<file path="src/assert_macros.svh">
// Assertion macros shared by the knob smoother and ladder decoder RTL.
// Plain text only; included by the modules that carry assertions.
`ifndef ASSERT_MACROS_SVH
`define ASSERT_MACROS_SVH

// Property must hold at every rising clock edge outside reset.
`define ASSERT_CLK(lbl, clk, rst_n, prop, msg) \
    lbl: assert property (@(posedge clk) disable iff (!rst_n) prop) else $error(msg);

// Condition must never be true outside reset.
`define ASSERT_NEVER(lbl, clk, rst_n, cond, msg) \
    lbl: assert property (@(posedge clk) disable iff (!rst_n) !(cond)) else $error(msg);

`endif

</file>
<file path="src/ksld_pkg.sv">
// Shared types and constants for the knob smoother and ladder decoder.
// No dependencies; imported by every module of the block.
package ksld_pkg;

    localparam int RAW_W      = 12;
    localparam int LEVEL_W    = 7;
    localparam int HITS_W     = 8;
    localparam int NUM_CH     = 3;
    localparam int NUM_BUTTONS = 5;
    localparam int CFG_IDX_W  = 3;
    localparam int CFG_DATA_W = 8;
    localparam int S_DATA_W   = 40;
    localparam int M_DATA_W   = 24;

    localparam logic [LEVEL_W-1:0] LEVEL_MAX = 7'd127;
    localparam logic [LEVEL_W-1:0] ARM_JUMP  = 7'd3;

    // channel order inside a scan
    localparam int CH_LEFT   = 0;
    localparam int CH_RIGHT  = 1;
    localparam int CH_LADDER = 2;

    // bit positions of buttons_fired
    localparam int BTN_REWIND = 0;
    localparam int BTN_STOP   = 1;
    localparam int BTN_PLAY   = 2;
    localparam int BTN_RECORD = 3;
    localparam int BTN_LOOP   = 4;

    typedef enum logic [CFG_IDX_W-1:0] {
        REG_WINDOW = 3'd0,
        REG_HITS   = 3'd1,
        REG_REWIND = 3'd2,
        REG_STOP   = 3'd3,
        REG_PLAY   = 3'd4,
        REG_RECORD = 3'd5,
        REG_LOOP   = 3'd6
    } cfg_idx_t;

    typedef struct packed {
        logic [LEVEL_W-1:0]                    window;
        logic [HITS_W-1:0]                     hits;
        logic [NUM_BUTTONS-1:0][LEVEL_W-1:0]   level;   // indexed by BTN_*
    } cfg_t;

    localparam cfg_t CFG_RESET = '{
        window: 7'd3,
        hits:   8'd3,
        level:  {7'd30, 7'd50, 7'd10, 7'd80, 7'd100}
    };

endpackage

</file>
<file path="src/ksld_scale.sv">
// Scales one raw converter sample to 0..127 (raw*127/full scale, clamped).
// Uses ksld_pkg; the divide is a reciprocal multiply fixed at elaboration.
module ksld_scale
    import ksld_pkg::*;
#(
    parameter int ADC_FULL_SCALE = 4095
)
(
    input  logic [RAW_W-1:0]   raw,
    output logic [LEVEL_W-1:0] scaled
);

    localparam int V_W   = RAW_W + LEVEL_W;
    localparam int FS_LG = $clog2(ADC_FULL_SCALE);
    localparam int RK    = V_W + FS_LG;
    localparam longint unsigned RM =
        ((64'd1 << RK) + ADC_FULL_SCALE - 1) / ADC_FULL_SCALE;
    localparam int RM_W  = V_W + 2;
    localparam int P_W   = V_W + RM_W;

    logic [V_W-1:0] v;
    logic [P_W-1:0] prod;
    logic [V_W-1:0] q;

    // raw*127 as shift and subtract, then exact reciprocal divide
    always_comb
    begin
        v      = {raw, {LEVEL_W{1'b0}}} - {{LEVEL_W{1'b0}}, raw};
        prod   = P_W'(v) * P_W'(RM_W'(RM));
        q      = V_W'(prod >> RK);
        scaled = (q > V_W'(LEVEL_MAX)) ? LEVEL_MAX : q[LEVEL_W-1:0];
    end

endmodule

</file>
<file path="src/ksld_detect.sv">
// Ladder button detection: arm flag, per-button hit counters, fire flags.
// Uses ksld_pkg and assert_macros.svh; state updates when en is high.
`include "assert_macros.svh"
module ksld_detect
    import ksld_pkg::*;
(
    input  logic                   clk,
    input  logic                   rst_n,
    input  logic                   en,
    input  logic [LEVEL_W-1:0]     level,
    input  logic                   jump,
    input  cfg_t                   cfg,
    output logic [NUM_BUTTONS-1:0] fired
);

    logic                               armed_reg;
    logic                               armed_next;
    logic [NUM_BUTTONS-1:0][HITS_W-1:0] cnt_reg;
    logic [NUM_BUTTONS-1:0][HITS_W-1:0] cnt_next;
    logic [NUM_BUTTONS-1:0]             hit;
    logic                               armed;

    // window match per button; play has an upper bound only
    always_comb
    begin
        for (int i = 0; i < NUM_BUTTONS; i++)
        begin
            hit[i] = ({2'b0, level} <= ({2'b0, cfg.level[i]} + {2'b0, cfg.window}))
                     && ((i == BTN_PLAY)
                         || (({2'b0, level} + {2'b0, cfg.window}) >= {2'b0, cfg.level[i]}));
        end
    end

    // counters and fire flags; a fire disarms but later buttons still count
    always_comb
    begin
        armed      = armed_reg | jump;
        fired      = '0;
        cnt_next   = cnt_reg;
        armed_next = armed_reg;
        if (armed)
        begin
            for (int i = 0; i < NUM_BUTTONS; i++)
            begin
                if (hit[i])
                begin
                    cnt_next[i] = cnt_reg[i] + 8'd1;
                    if (cnt_next[i] >= cfg.hits)
                    begin
                        fired[i]    = 1'b1;
                        cnt_next[i] = '0;
                    end
                end
                else
                begin
                    cnt_next[i] = '0;
                end
            end
        end
        if (en)
        begin
            armed_next = armed && !(|fired);
        end
        else
        begin
            cnt_next = cnt_reg;
        end
    end

    always_ff @(posedge clk or negedge rst_n)
    begin
        if (!rst_n)
        begin
            armed_reg <= 1'b0;
            cnt_reg   <= '0;
        end
        else
        begin
            armed_reg <= armed_next;
            cnt_reg   <= cnt_next;
        end
    end

    `ASSERT_CLK(a_fire_disarms, clk, rst_n, (en && (|fired)) |=> !armed_reg,
        "button fired but detection stayed armed")
    `ASSERT_CLK(a_arm_holds, clk, rst_n, !en |=> ($stable(armed_reg) && $stable(cnt_reg)),
        "detection state moved without an item")
    `ASSERT_NEVER(a_fire_unarmed, clk, rst_n, (|fired) && !armed_reg && !jump,
        "button fired while detection disarmed")

endmodule

</file>
<file path="src/knob_smoother_and_ladder_button_decoder.sv">
// An accepted item passes the input, scale, smooth and output registers in that order to m_tvalid.
// Throughput: one item per cycle unless m_tready stalls; smoothing and button-detect loops need no bubble.
// Each stage advances when the stage after it is empty or advancing, so bubbles fill.
// Reset (rst_n, async, low): pipeline empty, smoothed levels, arm flag and hit
// counters zero, registers at window 3, hits 3, levels 100/80/10/50/30.
// Uses ksld_pkg, ksld_scale, ksld_detect and assert_macros.svh.
`include "assert_macros.svh"
module knob_smoother_and_ladder_button_decoder
    import ksld_pkg::*;
#(
    parameter int ADC_FULL_SCALE = 4095,
    parameter int SMOOTH_FACTOR  = 4
)
(
    input  logic                  clk,
    input  logic                  rst_n,
    input  logic                  s_tvalid,
    output logic                  s_tready,
    // [11:0] raw_knob_left, [23:12] raw_knob_right, [35:24] raw_ladder, rest zero
    input  logic [S_DATA_W-1:0]   s_tdata,
    output logic                  m_tvalid,
    input  logic                  m_tready,
    // [6:0] knob_left_value, [7] knob_left_changed, [14:8] knob_right_value,
    // [15] knob_right_changed, [20:16] buttons_fired, rest zero
    output logic [M_DATA_W-1:0]   m_tdata,
    input  logic                  cfg_we,
    input  logic [CFG_IDX_W-1:0]  cfg_index,
    input  logic [CFG_DATA_W-1:0] cfg_wdata
);

    // smoothing divide by SMOOTH_FACTOR as reciprocal multiply
    localparam int SU_W  = 14;
    localparam int SF_LG = $clog2(SMOOTH_FACTOR);
    localparam int SK    = SU_W + SF_LG;
    localparam longint unsigned SM =
        ((64'd1 << SK) + SMOOTH_FACTOR - 1) / SMOOTH_FACTOR;
    localparam int SM_W  = 16;
    localparam int SP_W  = SU_W + SM_W;
    localparam logic [SU_W-1:0] S_OFS = SU_W'(127 * SMOOTH_FACTOR);

    cfg_t cfg_reg;

    logic va_reg, vb_reg, vc_reg, out_valid_reg;
    logic ready_out, ready_c, ready_b;
    logic accept, adv_a, adv_b, adv_c;

    logic [NUM_CH-1:0][RAW_W-1:0]   raw_a_reg;
    logic [NUM_CH-1:0][LEVEL_W-1:0] scaled_a;
    logic [NUM_CH-1:0][LEVEL_W-1:0] scaled_b_reg;
    logic [NUM_CH-1:0][LEVEL_W-1:0] smooth_reg;
    logic [NUM_CH-1:0][LEVEL_W-1:0] smooth_new;

    logic [LEVEL_W-1:0] kl_val_c_reg, kr_val_c_reg, ladder_c_reg;
    logic               kl_chg_c_reg, kr_chg_c_reg, jump_c_reg;
    logic               jump_b;

    logic [NUM_BUTTONS-1:0] fired;
    logic [M_DATA_W-1:0]    out_data_reg;

    // stage handshake: a stage may load when empty or when it unloads
    always_comb
    begin
        ready_out = !out_valid_reg || m_tready;
        adv_c     = vc_reg && ready_out;
        ready_c   = !vc_reg || ready_out;
        adv_b     = vb_reg && ready_c;
        ready_b   = !vb_reg || ready_c;
        adv_a     = va_reg && ready_b;
        s_tready  = !va_reg || ready_b;
        accept    = s_tvalid && s_tready;
    end

    always_ff @(posedge clk or negedge rst_n)
    begin
        if (!rst_n)
        begin
            va_reg        <= 1'b0;
            vb_reg        <= 1'b0;
            vc_reg        <= 1'b0;
            out_valid_reg <= 1'b0;
        end
        else
        begin
            if (accept)
                va_reg <= 1'b1;
            else if (adv_a)
                va_reg <= 1'b0;
            if (adv_a)
                vb_reg <= 1'b1;
            else if (adv_b)
                vb_reg <= 1'b0;
            if (adv_b)
                vc_reg <= 1'b1;
            else if (adv_c)
                vc_reg <= 1'b0;
            if (adv_c)
                out_valid_reg <= 1'b1;
            else if (m_tready)
                out_valid_reg <= 1'b0;
        end
    end

    // configuration registers
    always_ff @(posedge clk or negedge rst_n)
    begin
        if (!rst_n)
        begin
            cfg_reg <= CFG_RESET;
        end
        else if (cfg_we)
        begin
            unique case (cfg_idx_t'(cfg_index))
                REG_WINDOW: cfg_reg.window             <= cfg_wdata[LEVEL_W-1:0];
                REG_HITS:   cfg_reg.hits               <= cfg_wdata[HITS_W-1:0];
                REG_REWIND: cfg_reg.level[BTN_REWIND]  <= cfg_wdata[LEVEL_W-1:0];
                REG_STOP:   cfg_reg.level[BTN_STOP]    <= cfg_wdata[LEVEL_W-1:0];
                REG_PLAY:   cfg_reg.level[BTN_PLAY]    <= cfg_wdata[LEVEL_W-1:0];
                REG_RECORD: cfg_reg.level[BTN_RECORD]  <= cfg_wdata[LEVEL_W-1:0];
                REG_LOOP:   cfg_reg.level[BTN_LOOP]    <= cfg_wdata[LEVEL_W-1:0];
                default:    cfg_reg                    <= cfg_reg;
            endcase
        end
    end

    // input register
    always_ff @(posedge clk)
    begin
        if (accept)
            raw_a_reg <= s_tdata[NUM_CH*RAW_W-1:0];
    end

    // scale stage
    for (genvar ch = 0; ch < NUM_CH; ch++)
    begin : g_scale
        ksld_scale #(
            .ADC_FULL_SCALE(ADC_FULL_SCALE)
        ) u_scale (
            .raw    (raw_a_reg[ch]),
            .scaled (scaled_a[ch])
        );
    end

    always_ff @(posedge clk)
    begin
        if (adv_a)
            scaled_b_reg <= scaled_a;
    end

    // smoothing: old + floor((new-old)/F), plus one for interior samples
    for (genvar ch = 0; ch < NUM_CH; ch++)
    begin : g_smooth
        logic [SU_W-1:0] u;
        logic [SP_W-1:0] prod;
        logic [SU_W-1:0] q;
        logic [SU_W:0]   sum;
        logic            inc;

        always_comb
        begin
            inc  = (scaled_b_reg[ch] != '0) && (scaled_b_reg[ch] != LEVEL_MAX);
            u    = SU_W'(scaled_b_reg[ch]) + S_OFS - SU_W'(smooth_reg[ch]);
            prod = SP_W'(u) * SP_W'(SM_W'(SM));
            q    = SU_W'(prod >> SK);
            sum  = (SU_W+1)'(smooth_reg[ch]) + (SU_W+1)'(q)
                   - (SU_W+1)'(LEVEL_MAX) + (SU_W+1)'(inc);
            smooth_new[ch] = (sum > (SU_W+1)'(LEVEL_MAX)) ? LEVEL_MAX
                                                          : sum[LEVEL_W-1:0];
        end
    end

    // ladder moved by more than the arm jump
    always_comb
    begin
        jump_b = ({1'b0, smooth_new[CH_LADDER]}
                      > ({1'b0, smooth_reg[CH_LADDER]} + {1'b0, ARM_JUMP}))
              || ({1'b0, smooth_reg[CH_LADDER]}
                      > ({1'b0, smooth_new[CH_LADDER]} + {1'b0, ARM_JUMP}));
    end

    always_ff @(posedge clk or negedge rst_n)
    begin
        if (!rst_n)
            smooth_reg <= '0;
        else if (adv_b)
            smooth_reg <= smooth_new;
    end

    always_ff @(posedge clk)
    begin
        if (adv_b)
        begin
            kl_val_c_reg <= smooth_new[CH_LEFT];
            kl_chg_c_reg <= smooth_new[CH_LEFT] != smooth_reg[CH_LEFT];
            kr_val_c_reg <= smooth_new[CH_RIGHT];
            kr_chg_c_reg <= smooth_new[CH_RIGHT] != smooth_reg[CH_RIGHT];
            ladder_c_reg <= smooth_new[CH_LADDER];
            jump_c_reg   <= jump_b;
        end
    end

    // button detection, state taken as the item moves to the output
    ksld_detect u_detect (
        .clk   (clk),
        .rst_n (rst_n),
        .en    (adv_c),
        .level (ladder_c_reg),
        .jump  (jump_c_reg),
        .cfg   (cfg_reg),
        .fired (fired)
    );

    // output register
    always_ff @(posedge clk)
    begin
        if (adv_c)
            out_data_reg <= {3'b000, fired, kr_chg_c_reg, kr_val_c_reg,
                             kl_chg_c_reg, kl_val_c_reg};
    end

    assign m_tvalid = out_valid_reg;
    assign m_tdata  = out_data_reg;

    `ASSERT_CLK(a_smooth_only_on_item, clk, rst_n, !adv_b |=> $stable(smooth_reg),
        "smoothed levels changed without an item")
    `ASSERT_CLK(a_accept_fills_input, clk, rst_n, accept |=> va_reg,
        "accepted item not held in the input stage")
    `ASSERT_CLK(a_smooth_to_output, clk, rst_n, adv_c |=> m_tvalid,
        "item left the smoothing stage but no result is offered")

endmodule
</file>
<file path="config.mk">
export PLATFORM = sky130hd
export DESIGN_NAME = knob_smoother_and_ladder_button_decoder
export DESIGN_NICKNAME = d
export VERILOG_FILES = /design/src/ksld_pkg.sv /design/src/ksld_scale.sv /design/src/ksld_detect.sv /design/src/knob_smoother_and_ladder_button_decoder.sv
export VERILOG_INCLUDE_DIRS = /design/src /design/src/src
export SDC_FILE = /design/constraint.sdc
export NUM_CORES = 1
export LEC_CHECK = 0
export BUFFER_PORTS_ARGS = -buffer_cell sky130_fd_sc_hd__buf_2
export CAP_MARGIN = 20
export CELL_PAD_IN_SITES_DETAIL_PLACEMENT = 1
export CELL_PAD_IN_SITES_GLOBAL_PLACEMENT = 2
export CORE_UTILIZATION = 40
export CTS_CLUSTER_DIAMETER = 120
export CTS_CLUSTER_SIZE = 10
export DETAILED_ROUTE_END_ITERATION = 10
export HOLD_SLACK_MARGIN = 0.06
export PLACE_DENSITY_LB_ADDON = 0.05
export REMOVE_ABC_BUFFERS = 1
export SYNTH_ARGS = -nofsm -noshare
export SYNTH_HDL_FRONTEND = slang
export SYNTH_HIERARCHICAL = 1
export SYNTH_SLANG_ARGS = --single-unit
export TNS_END_PERCENT = 20
</file>
<file path="constraint.sdc">
create_clock -name clk -period 5.97 [get_ports clk]
set_input_delay 0.597 -clock clk [delete_from_list [all_inputs] [get_ports clk]]
set_output_delay 0.597 -clock clk [all_outputs]
set_load 0.005 [all_outputs]
</file>
After elaboration in Yosys (flattened, before gate mapping)
Cells that the tools add are included.
{ "op_classes": {"n_addsub": 31, "n_mul": 3, "n_div": 0, "magnitude_cmp": 22, "eq_ne": 11, "shifts": 0, "mux": 32, "n_bitwise": 1, "n_reduce_logical": 39} }
{ "ops": {"columns": ["operator", "count"], "rows": [
  ["multiplier 19 x 20 -> 39 bit, second input constant", 3],
  ["two-way mux 8 bit", 10],
  ["subtractor 19 x 12 -> 19 bit", 3],
  ["adder 7 x 7 -> 8 bit", 6],
  ["adder 14 x 2 -> 15 bit", 3],
  ["greater-than comparator 15 x 7 -> 1 bit, second input constant", 3],
  ["less-or-equal comparator 7 x 9 -> 1 bit", 5],
  ["subtractor 13 x 7 -> 14 bit, second input constant", 3],
  ["adder 8 x 1 -> 8 bit, second input constant", 5],
  ["greater-or-equal comparator 8 bit", 5],
  ["adder 7 x 12 -> 13 bit", 3],
  ["subtractor 10 x 7 -> 11 bit", 3],
  ["adder 7 x 9 -> 10 bit, second input constant", 3],
  ["greater-or-equal comparator 9 x 7 -> 1 bit", 3],
  ["greater-than comparator 8 x 7 -> 1 bit, second input constant", 3],
  ["two-way mux 7 bit", 3],
  ["inequality test 7 bit, second input constant", 3],
  ["nonzero test 7 bit", 3],
  ["two-way mux 1 bit", 18],
  ["adder 7 x 2 -> 8 bit, second input constant", 2],
  ["greater-than comparator 7 x 8 -> 1 bit", 2],
  ["AND reduction 2 bit", 8],
  ["inequality test 7 bit", 2],
  ["logical AND 1 bit", 12],
  ["other kinds (11)", 25]
]} }
{ "totals": {"regBits": 218, "latch_bits": 0, "ramBits": 0, "romBits": 0, "inputBits": 56, "output_inout_bits": 26, "word_cells": 172, "mem_count": 0} }

Logic depth before layout (Yosys ltp)
{ "logic_depth": {"depth_word": 10, "mapped_depth": 30, "mapped_depth_nobuf": 30} }

Modules after synthesis
Netlist, hierarchy kept.
{ "by_module_without_submodules": {"columns": ["module", "instances", "cells_per_inst", "area_per_inst_um2", "seq_area_each_um2"], "rows": [
  ["knob_smoother_and_ladder_button_decoder", 1, 791, 9506.6, 4962.3],
  ["ksld_detect", 1, 683, 5982.0, 1026.0],
  ["ksld_scale (g_scale[0].u_scale ...)", 2, 223, 1859.3, 0.0],
  ["ksld_scale (g_scale[2].u_scale)", 1, 206, 1767.9, 0.0]
]} }

Worst setup path after synthesis
No wires, ideal clock.
{ "synth_path": {"path_kind": "register to register", "from": "register smooth_reg[15] (netlist bit)", "to": "register jump_c_reg (data pin)", "setup_ns": 0.256, "t_arrival_ns": 5.262, "required_ns": 5.714, "slack_ns": 0.452, "stages_incl_launch_ff": 28, "n_path_buf": 1, "synth_period_minus_slack_ns": 5.518, "cell_sequence": "dfrtp_1 > inv_1 > ha_1 > o21a_1 > fa_1 > inv_1 > ha_1 > inv_1 > fa_1 > a21o_1 > a21oi_1 > xnor2_1 > nand4b_1 > nor4b_1 > nand3b_1 > nor3b_1 > nand2_1 > buf_2 > nand2_1 > ha_1 > o21a_1 > o21a_1 > o21a_1 > o21ai_0 > nand2b_1 > a21oi_1 > a41oi_1 > a31o_2"} }
{ "synth_between": {"elab_chain_len": 9, "word_cells_on_any_way": 11, "cone_classes": "6 x add/sub; 3 x order compare; 1 x mux; 1 x reduce/logical"} }
{ "synth_lines": {"columns": ["element", "line_no", "text"], "rows": [
  ["from (decl)", "knob_smoother_and_ladder_button_decoder.sv:50", "logic [NUM_CH-1:0][LEVEL_W-1:0] smooth_reg;"],
  ["from (signal assigned)", "knob_smoother_and_ladder_button_decoder.sv:185", "smooth_reg <= smooth_new;"],
  ["subtractor 10 x 7 -> 11 bit", "knob_smoother_and_ladder_button_decoder.sv:161", "u = SU_W'(scaled_b_reg[ch]) + S_OFS - SU_W'(smooth_reg[ch]);"],
  ["adder 7 x 12 -> 13 bit", "knob_smoother_and_ladder_button_decoder.sv:164", "sum = (SU_W+1)'(smooth_reg[ch]) + (SU_W+1)'(q)"],
  ["subtractor 13 x 7 -> 14 bit", "knob_smoother_and_ladder_button_decoder.sv:165", "- (SU_W+1)'(LEVEL_MAX) + (SU_W+1)'(inc);"],
  ["adder 14 x 2 -> 15 bit", "knob_smoother_and_ladder_button_decoder.sv:165", null],
  ["greater-than comparator 15 x 7 -> 1 bit", "knob_smoother_and_ladder_button_decoder.sv:166", "smooth_new[ch] = (sum > (SU_W+1)'(LEVEL_MAX)) ? LEVEL_MAX"],
  ["two-way mux 7 bit", "knob_smoother_and_ladder_button_decoder.sv:166", null],
  ["adder 7 x 2 -> 8 bit", "knob_smoother_and_ladder_button_decoder.sv:177", "> ({1'b0, smooth_new[CH_LADDER]} + {1'b0, ARM_JUMP}));"],
  ["greater-than comparator 7 x 8 -> 1 bit", "knob_smoother_and_ladder_button_decoder.sv:177", null],
  ["logical OR 1 bit *", "knob_smoother_and_ladder_button_decoder.sv:176", "|| ({1'b0, smooth_reg[CH_LADDER]}"],
  ["named net jump_b", "knob_smoother_and_ladder_button_decoder.sv:55", "logic jump_b;"],
  ["to (signal assigned)", "knob_smoother_and_ladder_button_decoder.sv:197", "jump_c_reg <= jump_b;"],
  ["to (decl)", "knob_smoother_and_ladder_button_decoder.sv:54", "logic kl_chg_c_reg, kr_chg_c_reg, jump_c_reg;"]
]} }
Mark *: on every way through the listed nets, which the timed path passes. The rest lies on a longest branch.
A chain may end at the register's enable or synchronous reset.

Worst setup path after layout
{ "layout_path": {"from": "register scaled_b_reg[15] (netlist bit)", "to": "register jump_c_reg (data pin)"} }
{ "layout_between": {"elab_chain_len": 10, "word_cells_on_any_way": 14, "cone_classes": "6 x add/sub; 3 x order compare; 1 x eq/ne; 1 x mux; 3 x reduce/logical"} }
{ "layout_lines": {"columns": ["element", "line_no", "text"], "rows": [
  ["from (decl)", "knob_smoother_and_ladder_button_decoder.sv:49", "logic [NUM_CH-1:0][LEVEL_W-1:0] scaled_b_reg;"],
  ["from (signal assigned)", "knob_smoother_and_ladder_button_decoder.sv:146", "scaled_b_reg <= scaled_a;"],
  ["adder 7 x 9 -> 10 bit", "knob_smoother_and_ladder_button_decoder.sv:161", null],
  ["subtractor 10 x 7 -> 11 bit", "knob_smoother_and_ladder_button_decoder.sv:161", null],
  ["adder 7 x 12 -> 13 bit", "knob_smoother_and_ladder_button_decoder.sv:164", null],
  ["subtractor 13 x 7 -> 14 bit", "knob_smoother_and_ladder_button_decoder.sv:165", null],
  ["adder 14 x 2 -> 15 bit *", "knob_smoother_and_ladder_button_decoder.sv:165", null],
  ["greater-than comparator 15 x 7 -> 1 bit", "knob_smoother_and_ladder_button_decoder.sv:166", null],
  ["two-way mux 7 bit *", "knob_smoother_and_ladder_button_decoder.sv:166", null],
  ["adder 7 x 2 -> 8 bit", "knob_smoother_and_ladder_button_decoder.sv:177", null],
  ["greater-than comparator 7 x 8 -> 1 bit", "knob_smoother_and_ladder_button_decoder.sv:177", null],
  ["logical OR 1 bit *", "knob_smoother_and_ladder_button_decoder.sv:176", null],
  ["named net jump_b", "knob_smoother_and_ladder_button_decoder.sv:55", null]
]} }
Marked as above.

==> metrics.csv <==
metric;value;unit
finClkSkew;20.68;ps
cts_tree;done;
dieArea;53360;µm²
tightest_slew;1015;ps
rsz0062_at_grt;true;
antenna_found_initial;0;
drc;0;
cts_buffer_depth;3;
routedWlPerCell;19.02;µm
yosysSeqAreaShare;0.2855;
mostFrequentLayoutCells;ha_1 (420), inv_1 (194), nand2_1 (123);
top_usage_layer;met2;
layout_commonest_cell;ha_1;
yosysTopAreaCellShare;0.2505;
required;6280;ps
synth_area_leader_cell;ha_1;
path_clk_slew;60;ps
synth_cell_types;112;
grt_use_met3;0.02186;
slew_viol_final;0;
hpwl;43630;µm
maxSlewHeadroom;0.3178;
grt_use_met1;0.2691;
grt_max_degree;61;
postLayoutCellArea;23110;µm²
io_buffers;74;
setup_tns;0;ps
synth_warnings;6;
drt-initial-drc-count;539;
overflow;0;
start_util;0.4072;
finalSetupViolations;0;
clk_latency;570;ps
routed_wl;55650;µm
die_y;231.0;µm
grt_pass1_vias;17260;
largest_reg_flops;50;
status;finished clean;
core_area;51510;µm²
cts_htree_levels;1;
ctsHoldBuffers;0;
cts.sinks;218;
cp.arrival;5950;ps
drive_above_1_share;0.1371;
ios;82;
firstDrtPassIters;4;
max_freq;177.2;MHz
min_path_type;input port to asynchronous set/reset pin;
grt_use_met2;0.3849;
antenna_left;0;
grtUsageTotal;0.2131;
synth_edf_count;102;
drv_cap;0;
num_antenna_cells;0;
postPlaceCellArea;22270;µm²
numCtsBuffers;25;
final_nets;2722;
synth_seq_cells;218;
die_w;231.0;µm
num_vias;16220;
cts_root_buf;clkbuf_16;
end_kind;register;
min_period_over_period;0.9450;
syn_inst;2126;
path_class;register to register;
grt_pass1_wl;91080;µm
hold_violations;0;
std_cell_rows;83;
synthToLayoutAreaGrowth;10.19;%
ys.flop_type;edfxtp_1;
dpl_worst_slack;21.14;ps
crit_path_start_kind;register;
syn-cell-area;20980;µm²
yosys-top-cells-area;ha_1 (25%), edfxtp_1 (15%), dfrtp_1 (12%);
avgViaCountPerCell;5.543;
avgSynthCellArea;9.866;µm²
fin_crit;5642;ps
async_reset_ff_frac;0.5321;
post-route-worst-setup-slack;328.2;ps
worstPathMaxFanout;4;
gp_congestion;0.8363;
==> critical path, stage by stage, from the launching register on <==
cell      delay, ps
edfxtp_1        440
ha_1            320
o21a_1          130
fa_1            430
inv_1            70
ha_1            160
inv_1            60
fa_1            430
a21o_1          230
a21oi_4         190
xnor2_2         150
nand4b_1        220
nor4b_4         400
nor4b_4         270
nor3b_2          90
a21oi_1         220
ha_1            280
nor2b_1         140
o21a_1          160
o21a_1          160
o21a_1          160
o21ai_0         150
nand2b_1         70
a21oi_1         140
a41oi_1          60
a31o_2          260
==> metrics by stage <==
stage | utilization | instances | hold slack [ps]
2_1_floorplan | - | 2091 | 301.4
3_3_place_gp | 0.4323 | 2877 | 402.3
3_5_place_dp | 0.4324 | 2878 | 409.2
4_1_cts | 0.4467 | 2923 | 173.1
5_1_grt | 0.4487 | 2926 | 183.5
6_report | 0.4487 | 2926 | 147.1
==> worst paths after layout <==
kind | startpoint | endpoint | slack, ps | cells after the start
min in group clk | s_tdata[20] | raw_a_reg[20] | 210 | 1
max in group asynchronous | rst_n | cfg_reg[34] | 4400 | 2
hold reg to reg | kr_val_c_reg[6] | m_tdata[14] | 420 | 0
hold / removal | rst_n | cfg_reg[1] | 150 | 1
setup reg to reg | scaled_b_reg[15] | jump_c_reg | 330 | 25
setup / recovery | scaled_b_reg[15] | jump_c_reg | 330 | 25
==> cell usage after synthesis (all sizes together) (9+ instances only) <==
master	count
nor4	21
ha	420
or3	16
fa	18
nor2	111
nand2b	34
clkbuf	24
a21o	38
a311oi	11
o21ai	92
a31oi	27
or2	14
nor2b	24
o211ai	21
nor3b	10
nand4	32
a32o	18
and3	19
nand3	56
a21oi	109
dfrtp	98
edfxtp	102
mux2i	9
nor3	28
or4	11
xnor2	91
mux2	58
buf	13
nand2	123
a211oi	25
xor2	57
and2	10
inv	197
o21a	27
dfstp	18
o21bai	20
nand4b	9
==> routing by layer <==
layer / wire length [µm] / up-vias
li1: - / 8066
met1: 25140 / 7879
met2: 27580 / 195
met3: 1591 / 78
met4: 1336 / 0
met5: 0 / -
==> kinds of logic (layout without fill, tap and decap cells) <==
kind of cell | after synthesis | after routing | share of synthesized area
other | 1 | 3 | 0.0001788
AOI/OAI and AO/OA | 475 | 475 | 0.1586
muxes | 67 | 67 | 0.03561
adders and majority gates | 438 | 438 | 0.2677
buffers and inverters | 234 | 352 | 0.04408
and+or+nand+nor | 545 | 545 | 0.1445
xor gates and xnor gates | 148 | 148 | 0.06377
DFF | 218 | 218 | 0.2855
==> what timing repair did <==
| item | in CTS | in global routing |
|---|---|---|
| pin swaps | 0 | 4 |
| setup endpoints to repair | 1 | 6 |
| setup buffers | 0 | 2 |
| resized for setup | 1 | 16 |
==> area by class of cell <==
| class | instances | area (µm²) |
|---|---|---|
| multi-input combinational | 1676 | 14170 |
| fill | 5831 | 28400 |
| timing repair buffer | 110 | 640.6 |
| sequential | 218 | 5988 |
| inverter | 197 | 739.5 |
| clock buffer | 44 | 706.9 |
| clock inverter | 1 | 20.02 |
| tap | 680 | 850.8 |
Power is left out: the tool's default activity adds up to more than one toggle a clock period on the data nets, which glitch-free logic cannot reach.
